## config.mk

```make
export PLATFORM = sky130hd
export DESIGN_NAME = watchdog_timer_prescaled_core_flat
export DESIGN_NICKNAME = d
export VERILOG_FILES = /design/src/design/wdt_pkg.sv /design/src/design/wdt_in_if.sv /design/src/design/wdt_out_if.sv /design/src/design/wdt_prescaler.sv /design/src/design/wdt_timer.sv /design/src/design/watchdog_timer_prescaled_core.sv /design/src/flat_wrapper.sv
export SDC_FILE = /design/constraint.sdc
export NUM_CORES = 1
export LEC_CHECK = 0
export ABC_AREA = 1
export BUFFER_PORTS_ARGS = -buffer_cell sky130_fd_sc_hd__clkbuf_2
export CELL_PAD_IN_SITES_DETAIL_PLACEMENT = 0
export CELL_PAD_IN_SITES_GLOBAL_PLACEMENT = 2
export CORE_MARGIN = 2
export CORE_UTILIZATION = 37
export DETAILED_ROUTE_END_ITERATION = 8
export GPL_TIMING_DRIVEN = 1
export MAX_ROUTING_LAYER = met4
export PLACE_DENSITY_LB_ADDON = 0.1
export SLEW_MARGIN = 20
export SYNTH_ARGS = -nofsm -noshare
export SYNTH_HDL_FRONTEND = slang
export SYNTH_SLANG_ARGS = --single-unit
```

## constraint.sdc

```tcl
create_clock -name clk_i -period 2.3 [get_ports clk_i]
set_input_delay 0.575 -clock clk_i [delete_from_list [all_inputs] [get_ports clk_i]]
set_output_delay 0.575 -clock clk_i [all_outputs]
set_load 0.005 [all_outputs]
```

## src/design/wdt_pkg.sv

```systemverilog
`default_nettype none

package wdt_pkg;

  // Default width of the down counter and its reload value
  localparam int unsigned CountWidth = 16;

  localparam int unsigned DataWidth  = 16;
  localparam int unsigned PreWidth   = 8;
  localparam int unsigned DivWidth   = 7;

  // Command codes
  typedef enum logic [1:0] {
    CmdTick  = 2'd0,
    CmdWrite = 2'd1,
    CmdRead  = 2'd2
  } wdt_cmd_e;

  // Register addresses
  localparam logic RegCtl   = 1'b0;
  localparam logic RegCount = 1'b1;

  // Control register fields
  localparam int unsigned CtlPreLsb = 8;
  localparam int unsigned CtlEnBit  = 5;
  localparam int unsigned CtlDivLsb = 3;
  localparam int unsigned CtlIrqBit = 2;
  localparam int unsigned CtlRstBit = 0;

  // One input item
  typedef struct packed {
    logic [1:0]           command;
    logic                 reg_select;
    logic [DataWidth-1:0] write_data;
  } wdt_item_t;

  // One result item
  typedef struct packed {
    logic [DataWidth-1:0] read_data;
    logic                 irq_pulse;
    logic                 reset_pulse;
  } wdt_result_t;

  // Controls from the register block to the prescaler chain
  typedef struct packed {
    logic                step;
    logic [PreWidth-1:0] pre_limit;
    logic [1:0]          div_sel;
  } wdt_presc_ctrl_t;

  // Terminal count of the fixed divider, which divides the prescaler wraps by 16, 32, 64 or 128
  function automatic logic [DivWidth-1:0] div_limit(input logic [1:0] sel);
    logic [DivWidth-1:0] lim;
    unique case (sel)
      2'd0:    lim = 7'd15;
      2'd1:    lim = 7'd31;
      2'd2:    lim = 7'd63;
      default: lim = 7'd127;
    endcase
    return lim;
  endfunction

endpackage

`default_nettype wire

```

## src/design/wdt_in_if.sv

```systemverilog
`default_nettype none

interface wdt_in_if;
  logic        valid;
  logic        ready;
  logic [1:0]  command;
  logic        reg_select;
  logic [15:0] write_data;

  modport source (output valid, output command, output reg_select, output write_data,
                  input ready);
  modport sink   (input valid, input command, input reg_select, input write_data,
                  output ready);
endinterface

`default_nettype wire

```

## src/design/wdt_out_if.sv

```systemverilog
`default_nettype none

interface wdt_out_if;
  logic        valid;
  logic        ready;
  logic [15:0] read_data;
  logic        irq_pulse;
  logic        reset_pulse;

  modport source (output valid, output read_data, output irq_pulse, output reset_pulse,
                  input ready);
  modport sink   (input valid, input read_data, input irq_pulse, input reset_pulse,
                  output ready);
endinterface

`default_nettype wire

```

## src/design/wdt_prescaler.sv

```systemverilog
`default_nettype none

module wdt_prescaler (
  input  logic                     clk_i,
  input  logic                     rst_ni,
  input  wdt_pkg::wdt_presc_ctrl_t ctrl_i,
  output logic                     evt_o
);

  logic [wdt_pkg::PreWidth-1:0] pre_q, pre_d;
  logic [wdt_pkg::DivWidth-1:0] div_q, div_d;
  logic [wdt_pkg::DivWidth-1:0] div_lim;
  logic                         pre_wrap;
  logic                         div_wrap;

  assign div_lim = wdt_pkg::div_limit(ctrl_i.div_sel);

  // Prescaler wraps at its limit (or above, after the limit was lowered)
  assign pre_wrap = (pre_q >= ctrl_i.pre_limit);
  assign div_wrap = (div_q >= div_lim);

  always_comb begin
    pre_d = pre_q;
    div_d = div_q;
    evt_o = 1'b0;
    if (ctrl_i.step) begin
      if (pre_wrap) begin
        pre_d = '0;
        if (div_wrap) begin
          div_d = '0;
          evt_o = 1'b1;
        end else begin
          div_d = div_q + wdt_pkg::DivWidth'(1);
        end
      end else begin
        pre_d = pre_q + wdt_pkg::PreWidth'(1);
      end
    end
  end

  always_ff @(posedge clk_i or negedge rst_ni) begin
    if (!rst_ni) begin
      pre_q <= '0;
      div_q <= '0;
    end else begin
      pre_q <= pre_d;
      div_q <= div_d;
    end
  end

endmodule

`default_nettype wire

```

## src/design/wdt_timer.sv

```systemverilog
`default_nettype none

module wdt_timer #(
  parameter int unsigned CountWidth = wdt_pkg::CountWidth
) (
  input  logic                 clk_i,
  input  logic                 rst_ni,
  input  logic                 fire_i,
  input  wdt_pkg::wdt_item_t   item_i,
  output wdt_pkg::wdt_result_t result_o
);

  logic [wdt_pkg::DataWidth-1:0] ctl_q, ctl_d;
  logic [CountWidth-1:0]         count_q, count_d;
  logic [CountWidth-1:0]         reload_q, reload_d;
  logic [CountWidth-1:0]         wdata_cw;
  logic                          is_tick;
  logic                          tmr_evt;
  logic                          expired;
  wdt_pkg::wdt_presc_ctrl_t      presc_ctrl;

  assign is_tick  = (item_i.command == wdt_pkg::CmdTick);
  assign wdata_cw = CountWidth'(item_i.write_data);

  // Prescaler chain advances on ticks while enabled
  assign presc_ctrl.step      = fire_i && is_tick && ctl_q[wdt_pkg::CtlEnBit];
  assign presc_ctrl.pre_limit = ctl_q[wdt_pkg::CtlPreLsb +: wdt_pkg::PreWidth];
  assign presc_ctrl.div_sel   = ctl_q[wdt_pkg::CtlDivLsb +: 2];

  wdt_prescaler u_presc (
    .clk_i  (clk_i),
    .rst_ni (rst_ni),
    .ctrl_i (presc_ctrl),
    .evt_o  (tmr_evt)
  );

  // A count of one or zero runs out on the next event
  assign expired = tmr_evt && (count_q <= CountWidth'(1));

  // Register updates and result
  always_comb begin
    ctl_d    = ctl_q;
    count_d  = count_q;
    reload_d = reload_q;
    result_o = '0;
    unique case (item_i.command)
      wdt_pkg::CmdTick: begin
        if (tmr_evt) begin
          count_d = expired ? reload_q : count_q - CountWidth'(1);
        end
        result_o.irq_pulse   = expired && ctl_q[wdt_pkg::CtlIrqBit];
        result_o.reset_pulse = expired && ctl_q[wdt_pkg::CtlRstBit];
      end
      wdt_pkg::CmdWrite: begin
        if (item_i.reg_select == wdt_pkg::RegCtl) begin
          ctl_d = item_i.write_data;
        end else begin
          count_d  = wdata_cw;
          reload_d = wdata_cw;
        end
      end
      wdt_pkg::CmdRead: begin
        result_o.read_data = (item_i.reg_select == wdt_pkg::RegCtl) ? ctl_q
                           : wdt_pkg::DataWidth'(count_q);
      end
      default: ; // unused command: no effect, zero result
    endcase
  end

  always_ff @(posedge clk_i or negedge rst_ni) begin
    if (!rst_ni) begin
      ctl_q    <= '0;
      count_q  <= '1;
      reload_q <= '1;
    end else if (fire_i) begin
      ctl_q    <= ctl_d;
      count_q  <= count_d;
      reload_q <= reload_d;
    end
  end

endmodule

`default_nettype wire

```

## src/design/watchdog_timer_prescaled_core.sv

```systemverilog
// An accepted item passes through the input register and then the result register, where its result shows valid.
// Throughput: one item per cycle while the output is ready; the register update sets this figure.
// The input stage takes a new item while a finished result waits to be taken only if the input stage is empty.
// Reset (rst_ni low, asynchronous): timer disabled, count and reload all ones,
// prescaler and divider counters zero, both pipeline stages empty.
`default_nettype none

module watchdog_timer_prescaled_core #(
  parameter int unsigned CountWidth = wdt_pkg::CountWidth
) (
  input  logic      clk_i,
  input  logic      rst_ni,
  wdt_in_if.sink    in_i,
  wdt_out_if.source out_o
);

  logic                 in_vld_q;
  wdt_pkg::wdt_item_t   in_item_q;
  logic                 out_vld_q;
  wdt_pkg::wdt_result_t out_res_q;
  wdt_pkg::wdt_result_t exe_res;
  logic                 out_free;
  logic                 fire;
  logic                 in_acc;

  // Stage handshakes
  assign out_free   = !out_vld_q || out_o.ready;
  assign fire       = in_vld_q && out_free;
  assign in_i.ready = !in_vld_q || fire;
  assign in_acc     = in_i.valid && in_i.ready;

  // Input register
  always_ff @(posedge clk_i or negedge rst_ni) begin
    if (!rst_ni) begin
      in_vld_q <= 1'b0;
    end else if (in_i.ready) begin
      in_vld_q <= in_i.valid;
    end
  end

  always_ff @(posedge clk_i) begin
    if (in_acc) begin
      in_item_q.command    <= in_i.command;
      in_item_q.reg_select <= in_i.reg_select;
      in_item_q.write_data <= in_i.write_data;
    end
  end

  // Register block and timer
  wdt_timer #(
    .CountWidth (CountWidth)
  ) u_timer (
    .clk_i    (clk_i),
    .rst_ni   (rst_ni),
    .fire_i   (fire),
    .item_i   (in_item_q),
    .result_o (exe_res)
  );

  // Result register
  always_ff @(posedge clk_i or negedge rst_ni) begin
    if (!rst_ni) begin
      out_vld_q <= 1'b0;
    end else if (out_free) begin
      out_vld_q <= in_vld_q;
    end
  end

  always_ff @(posedge clk_i) begin
    if (fire) begin
      out_res_q <= exe_res;
    end
  end

  assign out_o.valid       = out_vld_q;
  assign out_o.read_data   = out_res_q.read_data;
  assign out_o.irq_pulse   = out_res_q.irq_pulse;
  assign out_o.reset_pulse = out_res_q.reset_pulse;

`ifndef SYNTHESIS
  // A pulse comes only from a tick, read data only from a read
  a_pulse_no_rdata: assert property (@(posedge clk_i) disable iff (!rst_ni)
    out_vld_q && (out_res_q.irq_pulse || out_res_q.reset_pulse)
      |-> (out_res_q.read_data == '0))
    else $error("pulse with non-zero read data");

  // A waiting input item is kept until it executes
  a_in_held: assert property (@(posedge clk_i) disable iff (!rst_ni)
    in_vld_q && !fire |=> in_vld_q)
    else $error("input item dropped");

  // An executed item always lands in the result register
  a_fire_out: assert property (@(posedge clk_i) disable iff (!rst_ni)
    fire |=> out_vld_q)
    else $error("result lost");
`endif

endmodule

`default_nettype wire
```

## src/flat_wrapper.sv

```systemverilog
// flat-port wrapper written by rule: the top's interface ports become plain ports
module watchdog_timer_prescaled_core_flat 
#(
  parameter int unsigned CountWidth = wdt_pkg::CountWidth
)
  (clk_i, rst_ni, in_i_valid, in_i_command, in_i_reg_select, in_i_write_data, in_i_ready, out_o_valid, out_o_read_data, out_o_irq_pulse, out_o_reset_pulse, out_o_ready);
  wdt_in_if in_i_i ();
  wdt_out_if out_o_i ();
  input  logic clk_i;
  input  logic rst_ni;
  input wire logic [$bits(in_i_i.valid)-1:0] in_i_valid;
  input wire logic [$bits(in_i_i.command)-1:0] in_i_command;
  input wire logic [$bits(in_i_i.reg_select)-1:0] in_i_reg_select;
  input wire logic [$bits(in_i_i.write_data)-1:0] in_i_write_data;
  output wire logic [$bits(in_i_i.ready)-1:0] in_i_ready;
  output wire logic [$bits(out_o_i.valid)-1:0] out_o_valid;
  output wire logic [$bits(out_o_i.read_data)-1:0] out_o_read_data;
  output wire logic [$bits(out_o_i.irq_pulse)-1:0] out_o_irq_pulse;
  output wire logic [$bits(out_o_i.reset_pulse)-1:0] out_o_reset_pulse;
  input wire logic [$bits(out_o_i.ready)-1:0] out_o_ready;
  assign in_i_i.valid = in_i_valid;
  assign in_i_i.command = in_i_command;
  assign in_i_i.reg_select = in_i_reg_select;
  assign in_i_i.write_data = in_i_write_data;
  assign in_i_ready = in_i_i.ready;
  assign out_o_valid = out_o_i.valid;
  assign out_o_read_data = out_o_i.read_data;
  assign out_o_irq_pulse = out_o_i.irq_pulse;
  assign out_o_reset_pulse = out_o_i.reset_pulse;
  assign out_o_i.ready = out_o_ready;
  watchdog_timer_prescaled_core #(.CountWidth(CountWidth)) u_core (.clk_i(clk_i), .rst_ni(rst_ni), .in_i(in_i_i), .out_o(out_o_i));
endmodule
```

# Yosys cells after proc, flatten, opt, wreduce, memory -nomap -nowiden
# Cells that the tools add are included.
# totals
register_bits,102
wordCells,55
output_inout_bits,20
in_bits,23
# classes
muxes,11
n_eq_ne,6
addsub,3
bitwise_logic,1
magnitude_cmp,3
reduce_logical,18
# ops
cell,count
$mux 16,4
$pmux 16 s2,1
$pmux 7 s3,1
$le 16x1->1 const B,1
$sub 16x1->16 const B,1
$add 8x1->8 const B,1
$ge 8x8->1,1
$mux 8,1
$add 7x1->7 const B,1
$ge 7x7->1,1
$logic_and 1x1->1,7
$mux 7,1
$reduce_and 3->1,2
$eq 2x1->1 const B,2
$eq 2x2->1 const B,2
$logic_not 2->1,2
$ne 2x1->1 const B,2
$reduce_and 4->1,1
$mux 1,3
$logic_not 1->1,2
$logic_or 1x1->1,2
$reduce_and 2->1,1
$reduce_bool 2->1,1
$not 1->1,1

# Depth between registers and ports, before layout
# depth
word_depth,10
depth_mapped,16
mapped_depth_nobuf,15

# By module
# From an unflattened synthesis, not the netlist that was laid out.
# hier_totals
hier_cells,623
area_unflattened_um2,5412.7
# by_module_without_submodules
module,cells_per_inst,instances,area_per_inst_um2,seq_area_each_um2
wdt_timer,405,1,3040.4,1241.2
watchdog_timer_prescaled_core,49,1,1206.2,1161.1
wdt_prescaler,169,1,1166.1,375.4

# Least setup slack after synthesis
# No wires, ideal clock.
# synth_timing
path_kind,input -> register
start,in out_o_ready
end,reg u_core.u_timer.u_presc.pre_q[6] in the netlist's numbering
setup_time_ps,119
path_stages,14
path_slack_ps,268
arrival_time_ps,1912
n_path_buf,1
required_ps,2181
path_cell_list,inv_2 > nand2_2 > nand2_2 > inv_2 > nand2_1 > nor2_4 > buf_6 > nand2_2 > nor2_2 > nand2_1 > nor2_2 > nand2_1 > o21ai_1 > nor2_1
# synth_between
elab_chain_len,4
# synth_rtl
item,line,rtl
from (decl),flat_wrapper.sv:20,input wire logic [$bits(out_o_i.ready)-1:0] out_o_ready;
$logic_or 1x1->1,watchdog_timer_prescaled_core.sv:27,assign out_free = !out_vld_q || out_o.ready;
$logic_and 1x1->1,watchdog_timer_prescaled_core.sv:28,assign fire = in_vld_q && out_free;
net u_core.fire,watchdog_timer_prescaled_core.sv:23,logic fire;
$logic_and 1x1->1 (2 in series),wdt_timer.sv:26,assign presc_ctrl.step = fire_i && is_tick && ctl_q[wdt_pkg::CtlEnBit];
to (signal assigned),wdt_prescaler.sv:46,pre_q <= pre_d;
to (decl),wdt_prescaler.sv:10,"logic [wdt_pkg::PreWidth-1:0] pre_q, pre_d;"
# The timed path passes the listed nets, and every way through them passes these cells.
# A chain may end at the register's enable or synchronous reset.

# Final worst setup path
# layout_timing
start,reg u_core.u_timer.ctl_q[3] in the netlist's numbering
end,reg u_core.u_timer.count_q[4]
# layout_between
elab_chain_len,10
elab_cells_between_ends,14
classes_between,order compare (1); eq/ne (3); mux (7); reduce/logical (3)
# layout_rtl
item,line,rtl
from (decl),wdt_timer.sv:13,"logic [wdt_pkg::DataWidth-1:0] ctl_q, ctl_d;"
from (signal assigned),wdt_timer.sv:76,ctl_q <= ctl_d;
"$eq 2x2->1, or another cell as far along",wdt_pkg.sv:54,unique case (sel)
$pmux 7 s3 *,wdt_pkg.sv:54,
$ge 7x7->1 *,wdt_prescaler.sv:20,assign div_wrap = (div_q >= div_lim);
$mux 1 *,wdt_prescaler.sv:29,if (div_wrap) begin
$mux 1 *,wdt_prescaler.sv:27,if (pre_wrap) begin
$mux 1 *,wdt_prescaler.sv:26,if (ctrl_i.step) begin
$logic_and 1x1->1,wdt_timer.sv:38,assign expired = tmr_evt && (count_q <= CountWidth'(1));
$mux 16,wdt_timer.sv:49,count_d = expired ? reload_q : count_q - CountWidth'(1);
$mux 16,wdt_timer.sv:48,if (tmr_evt) begin
$pmux 16 s2,wdt_timer.sv:46,unique case (item_i.command)
to (signal assigned),wdt_timer.sv:77,count_q <= count_d;
to (decl),wdt_timer.sv:14,"logic [CountWidth-1:0] count_q, count_d;"
# Mark *: on every way between the ends. The rest lies on a longest branch, timed or not. The select of a mux whose other input is x is not followed.

==> run metrics <==
Post-Syn Area 5154 sq um; Slew HR 56.94%; Yosys top cell by area edfxtp_1; Post-route DRC 0; maximum VDD drop 516.3 uV; First-pass DRT Iterations 4; critical path required time 2.58 ns; Area Overhead vs Synth 17.14%; met2 Track Usage GR 29.36%; Non-Filler Instances 817; final WL 12.93 mm; grt met1 use 28.15%; post-DP HPWL 9.734 mm; pre-CTS setup slack -0.006525 ns; Clock transition at path regs 0.07 ns; Setup CP Type register to register; Detail Route Antenna Nets 0; worst hold slack 0.2597 ns; fillers 1364; GPL Wtd Cong 0.8514; CP max stage delay 0.43 ns; root buf cell clkbuf_16; worst-path fanout max 28; IO Port Bufs 42; Crit path top cell by count nand2_1; startpoint types register; fraction of layout cells with a size suffix above 1 22.14%; met3 usage 2.669%; Routed wire per std cell 15.82 um; TritonCTS Buffers 9; Synth warnings 0; Maximum Capacitance Violations 0; placed cell count 800; FFs w/ async S/R, synth 63.73%; crit path from u_core.u_timer.ctl_q[3]; Yosys cell types 40; Initial Util 37.56%; die height 122.0 um; Starting DRT DRC Count 217; Chip Width 122.0 um; delay-heaviest family, CP simple AND/OR/NAND/NOR gates; worst skew pair latency 0.34 ns; initial antenna violation count 0; grt ovf 0; Final Slew Violations 0; Tightest Pin Transition 0.6443 ns; Cells after Synth 582; Synth area leaders edfxtp_1, dfstp_2, dfrtp_1; final setup margin 0.1764 ns; Clock Skew 0.006693 ns; worst path cell trace nand2_1, ha_1, nand4_1, a21o_1, nand2_2, nand3_4, nand2_4, nand2_8, a21oi_1, nand2_1, nand2_1; CP max stage cell dfrtp_1; Num Clock Sinks 102; core area 13720 sq um; Synth Register Bits 102; critical path capture point type register; Avg Inst Size Synth 8.855 sq um; Most Crowded Layer GR met2; IO Pins 43; Final Power 6.811 mW; largest net degree at the start of global routing 66; P_leak 2.743 nW; vias 3937; Post-synth EDFFs 37; vias in the first global route 3880; commonest cells in the netlist nand2_1, inv_1, nor2_1; status complete, no violations; Synthesized Nets 620; first-pass GRT wire length 21.33 mm; die area 14890 sq um; Vias per Instance 4.819; buffer levels on the longest clock path 2; Hold Fails Final Rpt 0; RSZ-0062 raised after global routing yes; Main synth FF type edfxtp_1; Setup Viol. Count Final 0; sequential area share after synthesis 53.90%; Worst Hold Class primary input to async pin; Worst EP arrival 2.41 ns; fin crit period 2.124 ns; Final Net Count 670; fin crit share 92.33%; Power Density 1128 nW/um^2; htree depth 3; Cell Rows 43; final design utilization 44.00%; Diodes inserted 0; Tot GR Track Use 19.75%; most numerous cell in the Yosys netlist nand2_1; fmax 0.4709 GHz; Reg-to-Reg Start u_core.u_timer.ctl_q[3]; Worst Path Buf+Inv 0; TritonCTS clock tree yes; reg2reg setup slack 0.18 ns; Synth top area share 21.56%; Hold-fix buffers, CTS 0
layout by cell type, fill, tap and decap left out, types with 2 or more instances in the layout:
cell       netlist  routed
nor4_1           3       3
edfxtp_1        37      37
nor3_1           6       6
buf_12           0       2
nor3b_1          2       2
dfstp_2         32      32
nor3_2           2       2
clkbuf_2         0      42
dfrtp_1         33      32
inv_1           66      66
bufinv_16        0       4
a21oi_2          4       7
buf_4            1      14
o21ai_1          2       2
nand2_2          4       5
o31ai_1          2       2
a21o_1           3       3
a211oi_1        15      15
o21ai_0         40      40
nor2_4           2       3
xnor2_1          2       2
nand2_1        150     149
nand4_1          6       6
inv_2            6       6
nor2_2           6       5
xor2_1           7       7
a21oi_1         25      22
nand3_1         26      26
clkbuf_16        0       9
nand3_4          1       2
ha_1            15      15
nor2_1          55      55
kinds of logic (layout without fill, tap and decap cells):
kind of cell    count (synthesis)  in the layout  share of synthesized area, %
compound gates                 95             95                         10.71
xor+xnor                        9              9                         1.530
fa+ha+maj                      15             15                         3.642
buf+inv                        91            146                         7.113
flops                         102            102                         53.90
simple gates                  270            270                         23.11
layout make-up:
cell class | count | area (sq um) | share of cell area [%]
well taps | 180 | 225.2 | 3.731
multi-input cells | 389 | 2044 | 33.87
flip-flops and latches | 102 | 2779 | 46.03
clock inverters | 6 | 133.9 | 2.218
repair buffers | 58 | 355.3 | 5.886
clock buffers | 10 | 229.0 | 3.793
inverters | 72 | 270.3 | 4.477
repair_timing:
item | 4_1_cts | 5_1_grt
buffers inserted | 0 | 1
endpoints found under the setup margin | 14 | 22
resized for setup | 2 | 6
pin swaps | 0 | 1
worst paths after layout:
| path | endpoint | depth (start not counted) |
|---|---|---|
| worst max-delay path | u_core.u_timer.count_q[4] | 11 |
| max in group asynchronous | u_core.u_timer.count_q[5] | 2 |
| worst min register to register | u_core.u_timer.count_q[15] | 2 |
| min in group clk_i | u_core.in_item_q[1] | 1 |
| worst max register to register | u_core.u_timer.count_q[4] | 11 |
| worst min-delay path | u_core.u_timer.ctl_q[1] | 2 |
through the flow:
| stage | setup TNS, ns | area, sq um |
|---|---|---|
| floorplan | 0 | 5154 |
| global placement | 0 | 5618 |
| detailed placement | -0.006525 | 5618 |
| CTS | 0 | 5995 |
| global route | -0.03009 | 6037 |
| finish | 0 | 6037 |
metal layers:
layer	vias to the layer above	routed length (um)
met5	-	0
met4	0	112
met3	8	411
met2	91	5783
met1	1836	6621
li1	2002	-
report_power, final:
| group | switching, mW | internal, mW |
|---|---|---|
| clock | 0.675 | 1.18 |
| combinational | 1.21 | 0.747 |
| sequential | 0.432 | 2.57 |
| total | 2.32 | 4.49 |
sequential cells by signal, indices dropped and copies added, names as in the netlist, 7 cells and up:
register	count
u_core.in_item_q	19
u_core.out_o.read_data	16
u_core.u_timer.count_q	16
u_core.u_timer.ctl_q	16
u_core.u_timer.reload_q	16
u_core.u_timer.u_presc.pre_q	8
u_core.u_timer.u_presc.div_q	7
Power figures use the tool's default switching activity.
